## src/rtl/core/ssvo_pkg.sv

```systemverilog
// shared types and constants for the sphere shell / voxel overlap block
// no dependencies; used by every other file of the block
package ssvo_pkg;

    // fixed field widths
    localparam int KW      = 13;  // voxel coordinate and origin width
    localparam int VW      = 16;  // voxel edge width
    localparam int CELLW   = 11;  // grid size width
    localparam int IDXW    = 32;  // linear index width
    localparam int CFG_DW  = 16;  // config write data width
    localparam int CFG_AW  = 3;   // config register index width

    // config register indexes
    localparam logic [CFG_AW-1:0] REG_VOXEL_SIZE = 3'd0;
    localparam logic [CFG_AW-1:0] REG_ORIGIN_VX  = 3'd1;
    localparam logic [CFG_AW-1:0] REG_ORIGIN_VY  = 3'd2;
    localparam logic [CFG_AW-1:0] REG_ORIGIN_VZ  = 3'd3;
    localparam logic [CFG_AW-1:0] REG_CELLS_X    = 3'd4;
    localparam logic [CFG_AW-1:0] REG_CELLS_Y    = 3'd5;

    // config reset values
    localparam logic [VW-1:0]    RST_VOXEL_SIZE = 16'd256;
    localparam logic [KW-1:0]    RST_ORIGIN     = 13'd0;
    localparam logic [CELLW-1:0] RST_CELLS      = 11'd64;

    // number of pipeline stages
    localparam int NSTG = 4;

    typedef struct packed {
        logic [VW-1:0]           voxel_size;
        logic signed [KW-1:0]    origin_vx;
        logic signed [KW-1:0]    origin_vy;
        logic signed [KW-1:0]    origin_vz;
        logic [CELLW-1:0]        cells_x;
        logic [CELLW-1:0]        cells_y;
    } t_cfg;

endpackage

```

## src/rtl/core/ssvo_index.sv

```systemverilog
// four-stage linear grid index path, wraps at 32 bits
// depends on ssvo_pkg for field widths, stage count and t_cfg
module ssvo_index (
    input  logic                             i_clk,
    input  logic [ssvo_pkg::NSTG-1:0]        i_adv,
    input  logic signed [ssvo_pkg::KW-1:0]   i_voxel_kx,
    input  logic signed [ssvo_pkg::KW-1:0]   i_voxel_ky,
    input  logic signed [ssvo_pkg::KW-1:0]   i_voxel_kz,
    input  ssvo_pkg::t_cfg                   i_cfg,
    output logic signed [ssvo_pkg::IDXW-1:0] o_linear_index
);

    localparam int KW   = ssvo_pkg::KW;
    localparam int AW   = KW + 1;
    localparam int CLW  = ssvo_pkg::CELLW;
    localparam int IDXW = ssvo_pkg::IDXW;

    // per-axis offset, negative offsets move one toward zero
    function automatic logic signed [AW-1:0] axis_off(
        input logic signed [KW-1:0] k,
        input logic signed [KW-1:0] org
    );
        logic signed [AW-1:0] d;
        d = $signed(AW'(k)) - $signed(AW'(org));
        if (d[AW-1]) begin
            d = d + AW'(1);
        end
        return d;
    endfunction

    // stage 1: axis offsets and plane size
    logic signed [AW-1:0]  r1_ix, r1_iy, r1_iz;
    logic [2*CLW-1:0]      r1_cxy;
    logic [CLW-1:0]        r1_cx;

    always_ff @(posedge i_clk) begin
        if (i_adv[0]) begin
            r1_ix  <= axis_off(i_voxel_kx, i_cfg.origin_vx);
            r1_iy  <= axis_off(i_voxel_ky, i_cfg.origin_vy);
            r1_iz  <= axis_off(i_voxel_kz, i_cfg.origin_vz);
            r1_cxy <= (2 * CLW)'(i_cfg.cells_x) * (2 * CLW)'(i_cfg.cells_y);
            r1_cx  <= i_cfg.cells_x;
        end
    end

    // stage 2: row term
    logic [IDXW-1:0]      r2_ix;
    logic [IDXW-1:0]      r2_iyc;
    logic signed [AW-1:0] r2_iz;
    logic [2*CLW-1:0]     r2_cxy;

    always_ff @(posedge i_clk) begin
        if (i_adv[1]) begin
            r2_ix  <= IDXW'(r1_ix);
            r2_iyc <= IDXW'(r1_iy) * IDXW'(r1_cx);
            r2_iz  <= r1_iz;
            r2_cxy <= r1_cxy;
        end
    end

    // stage 3: plane term and partial sum
    logic [IDXW-1:0] r3_izc;
    logic [IDXW-1:0] r3_part;

    always_ff @(posedge i_clk) begin
        if (i_adv[2]) begin
            r3_izc  <= IDXW'(r2_iz) * IDXW'(r2_cxy);
            r3_part <= r2_ix + r2_iyc;
        end
    end

    // stage 4: final sum
    logic [IDXW-1:0] r4_idx;

    always_ff @(posedge i_clk) begin
        if (i_adv[3]) begin
            r4_idx <= r3_part + r3_izc;
        end
    end

    assign o_linear_index = $signed(r4_idx);

endmodule

```

## config.mk

```make
export PLATFORM = sky130hd
export DESIGN_NAME = ssvo_index
export DESIGN_NICKNAME = d
export VERILOG_FILES = /design/src/rtl/core/ssvo_pkg.sv /design/src/rtl/core/ssvo_index.sv
export SDC_FILE = /design/constraint.sdc
export NUM_CORES = 2
export LEC_CHECK = 0
export ABC_AREA = 1
export BUFFER_PORTS_ARGS = -buffer_cell sky130_fd_sc_hd__buf_2
export CORE_MARGIN = 5
export CORE_UTILIZATION = 50
export CTS_BUF_LIST = sky130_fd_sc_hd__clkbuf_8
export CTS_CLUSTER_SIZE = 20
export DETAILED_ROUTE_END_ITERATION = 12
export PLACE_DENSITY_LB_ADDON = 0.05
export RECOVER_POWER = 50
export SYNTH_ARGS = -nofsm -noshare
export SYNTH_HDL_FRONTEND = slang
export SYNTH_SLANG_ARGS = --single-unit
```

## constraint.sdc

```tcl
create_clock -name i_clk -period 5.6 [get_ports i_clk]
set_input_delay 1.12 -clock i_clk [delete_from_list [all_inputs] [get_ports i_clk]]
set_output_delay 1.12 -clock i_clk [all_outputs]
set_load 0.02 [all_outputs]
```

# Word level (Yosys, flattened, before mapping)
# Cells that the tools add are included.
# word_totals
regBits	253
inputBits	121
elab_cells	29
# classes
n_addsub	8
multipliers	3
n_mux	3
# op_table
cell	count
32-bit adder	2
14-bit by 2-bit adder with 14-bit output (second input constant)	3
13-bit by 13-bit subtractor with 14-bit output	3
13-bit 2-to-1 mux	3
14-bit by 23-bit multiplier with 32-bit output	1
14-bit by 12-bit multiplier with 26-bit output	1
11-bit by 11-bit multiplier with 22-bit output	1

# Depth between registers and ports, before layout
# depth
word_depth	3
depth_mapped	26
ltp_nobuf	25

# Worst setup path before layout
# No wires, ideal clock.
# synth_path
kind	input to register
from	input port i_cfg[2] (netlist bit)
to	register r1_cxy[15] (data pin)
arrival_time_ns	5.175
required_time_ns	5.335
slack_ns	0.160
path_stages	18
n_path_buf	1
path_cell_list	clkbuf_1 nand2_1 fa_1 fa_1 inv_1 fa_1 inv_1 fa_1 fa_1 inv_1 ha_1 a21oi_1 inv_1 a21oi_1 nand2_1 a21oi_1 o21ai_0 xor2_1
# synth_between
elab_chain_cells	1
# synth_lines
item	line	source
from (decl)	ssvo_index.sv:9	input ssvo_pkg::t_cfg i_cfg,
11-bit by 11-bit multiplier with 22-bit output	ssvo_index.sv:41	r1_cxy <= (2 * CLW)'(i_cfg.cells_x) * (2 * CLW)'(i_cfg.cells_y);
to (signal assigned)	ssvo_index.sv:41	
to (decl)	ssvo_index.sv:33	logic [2*CLW-1:0] r1_cxy;
# No other way between the ends.
# A chain may end at the register's enable or synchronous reset.

# Worst setup path after layout
# layout_path
from	register r2_iz[8]
to	register r3_izc[29] (data pin)
# layout_between
elab_chain_cells	1
# layout_lines
item	line	source
from (decl)	ssvo_index.sv:49	logic signed [AW-1:0] r2_iz;
from (signal assigned)	ssvo_index.sv:56	r2_iz <= r1_iz;
14-bit by 23-bit multiplier with 32-bit output	ssvo_index.sv:67	r3_izc <= IDXW'(r2_iz) * IDXW'(r2_cxy);
to (signal assigned)	ssvo_index.sv:67	
to (decl)	ssvo_index.sv:62	logic [IDXW-1:0] r3_izc;
# No other way between the ends.

==> results_dict.tcl <==
set metrics [dict create \
    slew_headroom_pct -149.3 \
    synth_ff_type "edfxtp_1" \
    numPortBuffers 136 \
    mappedNetlistArea_um2 34430 \
    clkLatencyLatePin_ns 0.62 \
    synthArstFlopShare_pct 0 \
    wl_per_cell_um 15.30 \
    final_cells 5408 \
    seqCellArea_um2 7417 \
    syn_area_per_cell_um2 8.199 \
    arrival_ns 5.93 \
    nFillCells 6520 \
    critPathRequiredTime_ns 5.96 \
    grtUsageTotal_pct 23.08 \
    drtIter0Drc 1417 \
    vias 26408 \
    cts_sinks 247 \
    core-area_um2 68470 \
    multi_input_area_um2 22840 \
    fin_crit_sh_pct 99.41 \
    start_util_pct 50.29 \
    placed_area_um2 37430 \
    slowest_stage "fa_1" \
    syn_to_final_growth_pct 12.53 \
    report.final.hold_viol_count 0 \
    maxCapViolations 3 \
    synth_nets 5096 \
    path_delay_family "adder cells" \
    nets 5384 \
    timing.final.crit_period_ns 5.567 \
    r2r_start "r2_iz[8]" \
    cts_tree "built" \
    grt_overflow 0 \
    gp_congestion 0.9086 \
    die_h_um 272.4 \
    worst_pin_slew_ns 3.740 \
    synthDistinctLibCells 41 \
    synth_edf_count 247 \
    ctsHtreeMaxLevel 2 \
    setup_violations 0 \
    drc 0 \
    drive_above_1_share_pct 10.79 \
    finalClockSkew_ns 0.03775 \
    grt_pass1_wl_um 139000 \
    std_cell_rows 96 \
    ant_nets 0 \
    crit_path_frequent_cell "fa_1" \
    antenna_found_initial 8 \
    finalWirelength_um 82720 \
    fmax_mhz 179.6 \
    ys_seq_area_share_pct 21.54 \
    path_class "register to register" \
    yosysTopAreaCellShare_pct 26.86 \
    violations "capacitance limit, slew limit" \
    ys_ff_latch 247 \
    crit_start "r2_iz[8]" \
    drt_first_pass_iters 5 \
    cp-end-kind "register" \
    grt_max_degree 71 \
    die_area_um2 74220 \
    die_w_um 272.4 \
    hold_path.startpoint "r1_cxy[14]" \
    wl_met1_um 38640 \
    slowest_delay_ns 0.54 \
    ioPinCount 153 \
    dpl.hpwl_um 70290 \
    route.met3.wl_um 3359 \
    yosys-top-cells-area "fa_1 27%, edfxtp_1 22%, inv_1 12%, ha_1 11%, nand2_1 11%" \
    clk_pin_slew_ns 0.06 \
    worstSetupStartpointType "register" \
    critPathBufInv 9 \
    drv_slew 169 \
    met2WireLength_um 39170 \
    path_cells "buf_4 > buf_4 > nand2_1 > inv_1 > fa_1 > inv_1 > fa_1 > inv_1 > fa_1 > fa_1 > fa_1 > inv_1 > fa_1 > inv_1 > ha_1 > nand2_1 > buf_4 > nor2_1 > nand2_1 > o211ai_1 > xor2_1 > buf_4" \
    vias_per_cell 4.883 \
    root_buffer "clkbuf_8" \
    fin_area_um2 38750 \
    hp-class "register to register" \
    top_layer_used "met5" \
    rsz0062_at_grt "yes" \
    status "complete, but fails checks" \
    numCtsBuffers 44 \
    cts_buffer_depth 3 \
    post-place-cells 5312 \
    synth_area_leader_cell "fa_1" \
    grt_pass1_vias 27456 \
    cp_max_fo 9 \
    yosys_warnings 0 \
    netlist_instances 4200 \
]
==> flip-flops by register name (all words and copies together) (netlist names) <==
signal / flops
o_linear_index: 32
r1_cx: 11
r1_cxy: 22
r1_ix: 14
r1_iy: 14
r1_iz: 14
r2_cxy: 22
r2_ix: 14
r2_iyc: 26
r2_iz: 14
r3_izc: 32
r3_part: 32
==> final timing paths <==
check	endpoint	slack [ns]	depth (start not counted)
max reg2reg	r3_izc[29]	0.03	22
max	r3_izc[29]	0.03	22
min reg2reg	r2_cxy[14]	0.40	0
min	r2_cxy[14]	0.40	0
==> what timing repair did <==
item	CTS	global route
resized for setup	19	77
hold buffers	0	0
pin swaps	2	13
cloned	0	0
endpoints found under the setup margin	12	22
setup buffers	3	9
==> cell type report <==
cell class / instances / area share (%)
diodes: 3 / 0.01937
clock buffers: 44 / 1.563
clock inverters: 37 / 0.6619
inverters: 1118 / 10.83
multi-input cells: 2739 / 58.95
flip-flops and latches: 247 / 19.14
well taps: 882 / 2.848
repair buffers: 338 / 5.990
==> metal layers <==
metal  vias up  global-route usage, %
met2       467                  39.44
met4        10                  4.189
met5         -                      0
met1     12547                  32.39
li1      13282                      -
met3       102                  2.546
==> cell usage after synthesis, drive strengths merged, types with 15 or more instances <==
cell,instances
nor2,177
nand2,1047
a31oi,21
o21ai,96
inv,1118
nor3,33
ha,313
edfxtp,247
xnor2,51
nand3,140
a21oi,157
or2,15
xor2,106
o21bai,18
nand4,34
fa,462
a21o,21
clkbuf,96
==> through the flow <==
step	utilization [%]	hold WS, ns	worst slack [ns]	setup TNS [ns]
5_1_grt	56.59	0.4068	-0.1577	-1.403
2_1_floorplan	-	0.4003	0.1600	0
3_5_place_dp	54.67	0.4045	-0.1851	-0.8514
6_report	56.60	0.3967	0.03289	0
3_3_place_gp	54.67	0.4009	-0.1520	-0.6711
4_1_cts	56.11	0.3988	0.002918	0
==> cell families (layout without fill, tap and decap cells) <==
logic type / after synthesis / after routing / synth area share [%]
fa+ha+maj: 775 / 775 / 38.23
flops: 247 / 247 / 21.54
other cells: 0 / 3 / 0
compound gates: 340 / 340 / 5.530
xor+xnor: 157 / 157 / 4.015
simple gates: 1467 / 1467 / 17.45
buf+inv: 1214 / 1537 / 13.23
==> layout by cell type (no fill, tap or decap), drive strengths merged, types with 21 or more instances in the layout <==
cell type and n:
o21ai 96, a31oi 21, nand3 140, nand4 34, inv 1132, a21o 21
fa 462, nor2 177, xor2 106, edfxtp 247, a21oi 157, clkbuf 64
xnor2 51, buf 318, nand2 1047, ha 313, nor3 33
Power is not shown: default switching activity piles up to over one toggle a cycle in this logic, so the estimate is an artifact.
