--- src/rtl/core/ssvo_pkg.sv ---
// shared types and constants for the sphere shell / voxel overlap block
// no dependencies; used by every other file of the block
package ssvo_pkg;

    // fixed field widths
    localparam int KW      = 13;  // voxel coordinate and origin width
    localparam int VW      = 16;  // voxel edge width
    localparam int CELLW   = 11;  // grid size width
    localparam int IDXW    = 32;  // linear index width
    localparam int CFG_DW  = 16;  // config write data width
    localparam int CFG_AW  = 3;   // config register index width

    // config register indexes
    localparam logic [CFG_AW-1:0] REG_VOXEL_SIZE = 3'd0;
    localparam logic [CFG_AW-1:0] REG_ORIGIN_VX  = 3'd1;
    localparam logic [CFG_AW-1:0] REG_ORIGIN_VY  = 3'd2;
    localparam logic [CFG_AW-1:0] REG_ORIGIN_VZ  = 3'd3;
    localparam logic [CFG_AW-1:0] REG_CELLS_X    = 3'd4;
    localparam logic [CFG_AW-1:0] REG_CELLS_Y    = 3'd5;

    // config reset values
    localparam logic [VW-1:0]    RST_VOXEL_SIZE = 16'd256;
    localparam logic [KW-1:0]    RST_ORIGIN     = 13'd0;
    localparam logic [CELLW-1:0] RST_CELLS      = 11'd64;

    // number of pipeline stages
    localparam int NSTG = 4;

    typedef struct packed {
        logic [VW-1:0]           voxel_size;
        logic signed [KW-1:0]    origin_vx;
        logic signed [KW-1:0]    origin_vy;
        logic signed [KW-1:0]    origin_vz;
        logic [CELLW-1:0]        cells_x;
        logic [CELLW-1:0]        cells_y;
    } t_cfg;

endpackage

--- src/rtl/core/ssvo_cfg.sv ---
// configuration register file of the sphere shell / voxel overlap block
// depends on ssvo_pkg for register indexes, reset values and t_cfg
module ssvo_cfg (
    input  logic                          i_clk,
    input  logic                          i_rst_n,
    input  logic                          i_cfg_we,
    input  logic [ssvo_pkg::CFG_AW-1:0]   i_cfg_idx,
    input  logic [ssvo_pkg::CFG_DW-1:0]   i_cfg_wdata,
    output ssvo_pkg::t_cfg                o_cfg
);

    ssvo_pkg::t_cfg r_cfg;
    ssvo_pkg::t_cfg n_cfg;

    // decode the write, unknown indexes are dropped
    always_comb begin
        n_cfg = r_cfg;
        if (i_cfg_we) begin
            case (i_cfg_idx)
                ssvo_pkg::REG_VOXEL_SIZE: n_cfg.voxel_size = i_cfg_wdata;
                ssvo_pkg::REG_ORIGIN_VX:  n_cfg.origin_vx  = i_cfg_wdata[ssvo_pkg::KW-1:0];
                ssvo_pkg::REG_ORIGIN_VY:  n_cfg.origin_vy  = i_cfg_wdata[ssvo_pkg::KW-1:0];
                ssvo_pkg::REG_ORIGIN_VZ:  n_cfg.origin_vz  = i_cfg_wdata[ssvo_pkg::KW-1:0];
                ssvo_pkg::REG_CELLS_X:    n_cfg.cells_x    = i_cfg_wdata[ssvo_pkg::CELLW-1:0];
                ssvo_pkg::REG_CELLS_Y:    n_cfg.cells_y    = i_cfg_wdata[ssvo_pkg::CELLW-1:0];
                default: ;
            endcase
        end
    end

    // register state
    always_ff @(posedge i_clk) begin
        if (!i_rst_n) begin
            r_cfg.voxel_size <= ssvo_pkg::RST_VOXEL_SIZE;
            r_cfg.origin_vx  <= ssvo_pkg::RST_ORIGIN;
            r_cfg.origin_vy  <= ssvo_pkg::RST_ORIGIN;
            r_cfg.origin_vz  <= ssvo_pkg::RST_ORIGIN;
            r_cfg.cells_x    <= ssvo_pkg::RST_CELLS;
            r_cfg.cells_y    <= ssvo_pkg::RST_CELLS;
        end else begin
            r_cfg <= n_cfg;
        end
    end

    assign o_cfg = r_cfg;

endmodule

--- config.mk ---
export PLATFORM = sky130hd
export DESIGN_NAME = ssvo_cfg
export DESIGN_NICKNAME = d
export VERILOG_FILES = /design/src/rtl/core/ssvo_pkg.sv /design/src/rtl/core/ssvo_cfg.sv
export SDC_FILE = /design/constraint.sdc
export NUM_CORES = 1
export LEC_CHECK = 0
export BUFFER_PORTS_ARGS = -buffer_cell sky130_fd_sc_hd__clkbuf_2
export CELL_PAD_IN_SITES_DETAIL_PLACEMENT = 1
export CELL_PAD_IN_SITES_GLOBAL_PLACEMENT = 1
export CORE_ASPECT_RATIO = 0.75
export CORE_MARGIN = 2
export CORE_UTILIZATION = 41
export CTS_BUF_LIST = sky130_fd_sc_hd__clkbuf_4
export DETAILED_ROUTE_END_ITERATION = 6
export PLACE_DENSITY = 0.89
export SYNTH_ARGS = -nofsm -noshare
export SYNTH_HDL_FRONTEND = slang
export SYNTH_SLANG_ARGS = --single-unit
--- constraint.sdc ---
create_clock -name i_clk -period 1.8 [get_ports i_clk]
set_input_delay 0.18 -clock i_clk [delete_from_list [all_inputs] [get_ports i_clk]]
set_output_delay 0.18 -clock i_clk [all_outputs]
set_load 0.01 [all_outputs]
After elaboration in Yosys (flattened, before gate mapping)
Index checks and enable logic that the tools add are counted.
{ "word_totals": {"regBits": 77, "latchBits": 0, "mem_bits_rw": 0, "rom_bits": 0, "input_bits": 22, "out_inout_bits": 77, "elab_cells": 18, "memories": 0} }
{ "classes": {"add_sub_neg": 0, "n_mul": 0, "n_div": 0, "order_cmp": 0, "n_eq_ne": 5, "shifts": 0, "n_mux": 0, "bitwise": 0, "reduce_logical": 7} }
{ "op_table": {"columns": ["op", "count"], "rows": [
  ["2-bit AND reduction", 6],
  ["3-bit by 2-bit == test with 1-bit output, second input constant", 2],
  ["3-bit == test, second input constant", 2],
  ["3-bit by 1-bit == test with 1-bit output, second input constant", 1],
  ["3-bit zero test", 1]
]} }

Logic depth before layout (Yosys ltp)
Gate-level depths: netlist of run 1.
{ "depth": {"ltp_word": 2, "ltp_mapped": 5, "mapped_depth_nobuf": 2} }

Worst setup path before layout of run 1
OpenSTA, ideal clock, no wires.
{ "synth_timing": {"path_kind": "in2reg", "startpoint": "in i_cfg_idx[1] (netlist bit)", "endpoint": "reg r_cfg (netlist bit o_cfg[61])", "setup_time_ns": 0.072, "t_arrival_ns": 0.947, "t_required_ns": 1.728, "path_slack_ns": 0.781, "path_stages": 4, "n_path_buf": 2, "cell_sequence": "nor4b_2 -> buf_4 -> buf_6 -> mux2i_1"} }
{ "synth_between": {"elab_chain_cells": 2} }
{ "synth_rtl": {"columns": ["item", "line_no", "rtl"], "rows": [
  ["from (decl)", "ssvo_cfg.sv:7", "input logic [ssvo_pkg::CFG_AW-1:0] i_cfg_idx,"],
  ["3-bit zero test", "ssvo_cfg.sv:19", "case (i_cfg_idx)"],
  ["2-bit AND reduction (no line)", null, null],
  ["to (signal assigned)", "ssvo_cfg.sv:41", "r_cfg <= n_cfg;"],
  ["to (decl)", "ssvo_cfg.sv:12", "ssvo_pkg::t_cfg r_cfg;"]
]} }
Every way passes these cells.
A chain may end at the register's enable or synchronous reset.

Worst setup path in the final report of run 1
{ "layout_timing": {"startpoint": "reg r_cfg (netlist bit o_cfg[69])", "endpoint": "out o_cfg[69] (netlist bit)"} }
{ "layout_rtl": {"columns": ["item", "line_no", "rtl"], "rows": [
  ["to (decl)", "ssvo_cfg.sv:9", "output ssvo_pkg::t_cfg o_cfg"]
]} }
No word-level cell between the ends.

==> summary.txt, run 1 <==
CTS
  • CTS Buf Count: 9
  • H-tree lvl count: 3
  • Clk_lat worst skew: just over 0.4 ns
  • Clk sinks: 77
  • Root buffer cell: clkbuf_4
  • Clock slew at reported path FFs: 0.11 ns
  • Post-cts resize count: 0
  • Clk buf depth: 2
  • CTS tree: built

Detailed routing
  • DR WL met3: 467 um
  • Wirelength per Cell: roughly 17 um
  • Number of DRC markers in iteration 0: 49
  • Antenna-violating nets left: 0
  • DR pass1 iterations: 4
  • Vias per std cell: around 5
  • WL met1: 3690 um
  • Highest routed layer: met4
  • Final WL: just under 8000 um
  • Metal2 WL: about 3500 um
  • Remaining DRCs: 0
  • Routed vias: approximately 2300

STA
  • RSZ-0062 raised after global routing: false
  • Skew final: 0 ns
  • Slew Viols, Final: 0
  • Worst hold margin: between 0.06 and 0.07 ns
  • Setup TNS: 0 ns
  • Post-route worst setup slack: approximately 0.65 ns
  • Setup violators final: 0
  • Crit path time final: about 1.1 ns
  • Crit share post-route: approximately 64%
  • Final hold viol count: 0
  • Slew headroom: 74.4%
  • Fmax: about 0.87 GHz
  • Worst Max-Slew Pin Slew: 0.382 ns

Floorplanning
  • Initial Util: 42.2%
  • Die footprint: roughly 0.0077 mm^2
  • Die span in y: 76.3 um
  • Row cnt: 26
  • Top-Level Pins: around 100
  • Die width: 100 um
  • Core area: around 0.0068 mm^2

Power
  • Peak supply drop: about 0.37 mV
  • NetSw: about 0.77 mW
  • Combinational cell fraction of total power: under 10%
  • Power density over the cells: 848 mW/mm^2
  • Sequential power share: 57.9%
  • Power Internal: 2.28 mW
  • Leak: around 1.8 nW
  • Total design power: just over 3 mW
  • Clock group share of total power: about a third
  • Sw frac: 25.3%

Placement
  • GP Congestion: 0.755
  • Place WS: approximately 0.53 ns
  • IO buf count: 98
  • Post-DP Area: around 0.0034 mm^2
  • HPWL Detailed: between 5000 and 6000 um

Cells and area
  • Fraction of layout cells with a size suffix above 1: 32.4%
  • Most common cell after layout, fill and taps aside: clkbuf_2
  • # fillers: between 800 and 900
  • Design area: 0.00359 mm^2
  • Area Overhead vs Synth: 25.8%
  • Final net count: 397
  • Max FFs per register: between 70 and 80
  • Antenna Cells: 0
  • Most frequent cells in the layout: clkbuf_2, nand2_1, mux2i_1, dfxtp_1, clkbuf_4

Synthesis
  • Syn_nets: just under 300
  • Ys Warns: 0
  • Seq/Total Area, Yosys: between 50% and 60%
  • Post-Syn Area: 0.00286 mm^2
  • Post-synthesis cell type count: 12
  • Post-Syn Instances: 275
  • FF+latch count, synth: 77
  • Mean Syn Cell Area: roughly 10 um^2

Global routing
  • First-pass GRT wire length: around 12000 um
  • Number of global-route vias before repair: between 2000 and 2500
  • Largest net degree at the start of global routing: 62
  • Initial antenna violation count: 0
  • Remaining Overflow, GRT: 0
  • GRT Util Overall: between 20% and 30%

Critical path
  • Worst setup SP type: register
  • Slowest Stage Delay on Critical Path: 0.40 ns
  • CP cell instances: clkbuf_2
  • CP required: roughly 1.6 ns
  • Critical path arrival: roughly 0.97 ns
  • Critical path's slowest cell: dfxtp_1
  • Class of the most critical setup path: reg -> out
  • Cell family with most CP delay: flip-flops
  • Buf/Inv on CP: 1
  • Critical path capture point type: primary output
  • Maximum fanout along the worst path: 2

Hold path
  • Hold Crit Class: in -> reg

Flow run
  • Max-Cap Viols: 0

Outcome
  • Status: finished clean
## power by group through the flow
stage	Clock, mW	Sequential (mW)	Combinational [mW]
2_1_floorplan	0	1.82	0.122
3_3_place_gp	0	1.80	0.239
3_5_place_dp	0	1.80	0.248
4_1_cts	1.06	1.76	0.254
5_1_grt	1.15	1.77	0.273
6_report	1.03	1.76	0.252
## synthesized netlist by cell type
master | instances | share of area [%]
dfxtp_1 | 77 | 54
nor4b_2 | 1 | 0.53
buf_4 | 3 | 0.79
nor2b_1 | 5 | 1.1
nand4bb_1 | 2 | 0.79
mux2i_1 | 77 | 27
nand4b_1 | 2 | 0.61
nand2_1 | 90 | 12
and4bb_1 | 1 | 0.44
buf_6 | 2 | 0.79
clkbuf_1 | 9 | 1.2
buf_2 | 6 | 1.1
## logic make-up after synthesis
family	Yosys count	share of synthesized area, %
flip-flops	77	53.9
multiplexers	77	27.0
AND/OR/NAND/NOR	101	15.3
buffers and inverters	20	3.81
## per-layer routing
layer	track usage (%)	vias up
li1	-	1111
met1	27.3	1116
met2	32.6	76
met3	7.89	3
met4	2.88	0
met5	0	-
## worst min-delay path, stage by stage
cell and delay [ns]:
clkbuf_2 0.10, nor2b_1 0.05, mux2i_1 0.11
## layout make-up
cell class	instances	area [um^2]	share of cell area, %
multi-input cells	178	1220	33.8
clock inverters	6	63.8	1.78
clock buffers	10	75.1	2.09
flip-flops and latches	77	1540	42.9
repair buffers	109	593	16.5
well taps	84	105	2.92
## timing repair
action / in CTS / in global routing
hold buffers: 3 / 0
buffers inserted: 0 / 0
setup endpoints to repair: 0 / 0
hold endpoints to repair: 3 / 0
## metrics by stage
step | cells | utilization, %
4_1_cts | 464 | 53.1
3_3_place_gp | 445 | 50.6
2_1_floorplan | 275 | -
3_5_place_dp | 445 | 50.6
5_1_grt | 464 | 53.1
6_report | 464 | 53.1
## path summary, 6_finish.rpt
path                          start                endpoint  slack (ns)  depth (start not counted)
max          o_cfg[69]$_SDFFE_PN1P_               o_cfg[69]        0.65                          1
min                  i_cfg_wdata[6]  o_cfg[17]$_SDFFE_PN1P_        0.06                          3
max reg2reg  o_cfg[69]$_SDFFE_PN1P_  o_cfg[69]$_SDFFE_PN1P_        1.15                          2
min reg2reg  o_cfg[75]$_SDFFE_PN0P_  o_cfg[75]$_SDFFE_PN0P_        0.47                          2
No activity file was read; power rests on OpenSTA's default activity.
==> run 2, diff against run 1 <==
ABC_AREA = 1   (was not set)
CORE_UTILIZATION = 36   (was 41)
PLACE_DENSITY = 0.84   (was 0.89)
clock period = 1.1 ns   (was 1.8 ns; I/O delays follow)
==> summary.txt, run 2 <==
Outcome
  • Status: finished clean

Global routing
  • Met1 Use GR: between 20 and 30%
  • Initial antenna violation count: 0
  • GRT met2 Usage: 38.0%
  • Largest net degree at the start of global routing: 40
  • GRT Util Overall: ~22%
  • Remaining Overflow, GRT: 0
  • First-pass GRT wire length: about 17000 um
  • Met3 Use GR: a little under 6%
  • Number of global-route vias before repair: approximately 3300
  • Busiest metal layer after global routing: met2

CTS
  • Clk sinks: 77
  • H-tree lvl count: 3
  • Clk buf depth: 2
  • Post-CTS setup buffer count: 0
  • Clock slew at reported path FFs: roughly 0.11 ns
  • Root buffer cell: clkbuf_4
  • CTS tree: built
  • Clk_lat worst skew: approximately 0.43 ns
  • CTS Buf Count: 9

Detailed routing
  • Routed vias: around 3200
  • DR pass1 iterations: 4
  • Vias per std cell: around 4.8
  • Antenna-violating nets left: 0
  • Remaining DRCs: 0
  • Number of DRC markers in iteration 0: around 160
  • Final WL: 10200 um
  • Wirelength per Cell: 15.3 um

Synthesis
  • Post-Synth Simple-Gate Area: between 40% and 50%
  • Largest family of logic cells by synthesized area: simple AND/OR/NAND/NOR gates
  • Post-synthesis cell type count: 14
  • Post-Syn Instances: between 400 and 500
  • FFs w/ async S/R, synth: 0%
  • Ys Warns: 0
  • Xor/xnor share of the synthesized area: 0%
  • Compound-Gate Fraction of Synth Area: less than 1%
  • Synth area leaders: dfxtp_1, nor2_1, nand3_1
  • Seq/Total Area, Yosys: roughly 49%
  • Post-Synth Adder-Cell Area: 0%
  • Commonest cells post-synth: nor2_1, nand2_1, dfxtp_1, nand3_1, inv_1
  • Area share of the largest cell type after synthesis: 49.1%
  • Mean Syn Cell Area: 6.99 um^2
  • Post-Syn Area: 0.00314 mm^2
  • Area leader, netlist: dfxtp_1
  • Post-synth EDFFs: 0
  • Post-synthesis mux area share: 0%
  • Count leader, synth: nor2_1
  • Post-synth top flop: dfxtp_1
  • FF+latch count, synth: 77
  • Syn_nets: 471

STA
  • Crit share post-route: between 90% and 100%
  • Slew headroom: between 50% and 60%
  • Skew final: 0 ns
  • Fmax: 0.935 GHz
  • Setup violators final: 0
  • Crit path time final: around 1.1 ns
  • Post-route worst setup slack: about 0.03 ns
  • Setup TNS: 0 ns
  • Slew Viols, Final: 0
  • Worst Max-Slew Pin Slew: ~0.73 ns
  • Final hold viol count: 0

Critical path
  • Critical path capture point type: primary output
  • Worst Reg2Reg Path Length in Cells: 2
  • Buf/Inv on CP: 1
  • Stages on worst setup path: 1
  • Class of the most critical setup path: reg -> out
  • CP cell instances: clkbuf_2
  • Cell family with most CP delay: flip-flops
  • Maximum fanout along the worst path: 2
  • Critical path arrival: 0.96 ns
  • Worst setup SP type: register
  • CP required: between 0.9 and 1 ns
  • Slowest Stage Delay on Critical Path: between 0.3 and 0.4 ns
  • Critical path's slowest cell: dfxtp_1

Floorplanning
  • Top-Level Pins: 99
  • Core area: approximately 0.0085 mm^2
  • Die span in y: 84.9 um
  • Die width: between 100 and 150 um
  • Initial Util: a little under two fifths
  • Row cnt: 29
  • Die footprint: about 0.0095 mm^2

Cells and area
  • Fraction of layout cells with a size suffix above 1: between 30% and 40%
  • Final net count: 580
  • # fillers: approximately 1100
  • Most common cell after layout, fill and taps aside: nor2_1
  • Antenna Cells: 0
  • Area Overhead vs Synth: 29.7%
  • Max FFs per register: 77
  • Most frequent cells in the layout: nor2_1, clkbuf_2, nand2_1

Power
  • Leak: 1.98 nW
  • Power density over the cells: 1280 mW/mm^2
  • Total design power: roughly 5.2 mW
  • Peak supply drop: ~0.6 mV

Hold path
  • WHS Path Cells: 5
  • Hold Crit Class: in -> reg

Placement
  • GP Congestion: approximately 0.73
  • IO buf count: just under 100
  • Place WS: -0.149 ns
  • HPWL Detailed: about 7000 um

Flow run
  • Max-Cap Viols: 0
-- run 2: cell count changes after synthesis, moves of 4 or more --
cell / change
nand3_1: +77
nor2_2: +6
buf_4: +7
buf_1: +4
nor2_1: +150
clkbuf_1: -9
nand2_1: -7
inv_1: +18
nor2b_1: -5
buf_2: +6
mux2i_1: -77
inv_2: +4
-- run 2: metal layers --
layer  part of all wire, %  wire, um  up-vias
met3                   7.6       779       10
li1                      -         -     1604
met4                  0.84        86        0
met2                    48      4890       88
met1                    44      4470     1537
met5                     0         0        -
-- run 2: power breakdown --
part | switching [mW] | internal (mW)
clock | 0.945 | 0.516
sequential | 0.0584 | 2.89
combinational | 0.480 | 0.310
-- run 2: timing repair --
action,in CTS,in global routing
endpoints found under the setup margin,2,23
hold endpoints to repair,5,0
gates resized for setup,2,23
hold buffers,4,0
-- run 2: cell type report --
| cell class | instances | area, um^2 | area share [%] |
|---|---|---|---|
| Sequential cell | 77 | 1570 | 38.6 |
| Multi-Input combinational cell | 322 | 1340 | 33.0 |
| Timing Repair Buffer | 126 | 836 | 20.5 |
| Tap cell | 108 | 135 | 3.32 |
| Clock buffer | 12 | 90.1 | 2.21 |
| Inverter | 22 | 82.6 | 2.03 |
| Clock inverter | 3 | 13.8 | 0.338 |
-- run 2: worst register-to-register path: cells and delay by family, from the launching register on --
family / cells / cell delay [ns]
flip-flops: 1 / 0.34
AND/OR/NAND/NOR: 2 / 0.19
-- run 2: logic make-up (layout without fill, tap and decap cells) --
kind of cell           Yosys count  count (layout)
AO/OA/AOI/OAI                    2               2
flip-flops                      77              77
buffers and inverters           50             163
AND/OR/NAND/NOR                320             320
-- run 2: path summary, 6_finish.rpt --
| check | start | endpoint | slack, ns |
|---|---|---|---|
| max | o_cfg[49]$_SDFFE_PN0P_ | o_cfg[49] | 0.03 |
| min | i_cfg_wdata[15] | o_cfg[76]$_SDFFE_PN0P_ | 0.03 |
| max reg2reg | o_cfg[64]$_SDFFE_PN0P_ | o_cfg[64]$_SDFFE_PN0P_ | 0.47 |
| min reg2reg | o_cfg[32]$_SDFFE_PN0P_ | o_cfg[32]$_SDFFE_PN0P_ | 0.49 |
-- run 2: per-stage QoR --
step,std cells,hold slack (ns),utilization (%),instance area [um^2]
2_1_floorplan,449,0.223,-,3140
3_3_place_gp,651,0.336,46.1,3900
3_5_place_dp,651,0.359,46.1,3900
4_1_cts,670,0.00352,47.8,4040
5_1_grt,670,0.0660,48.2,4070
6_report,670,0.0292,48.2,4070
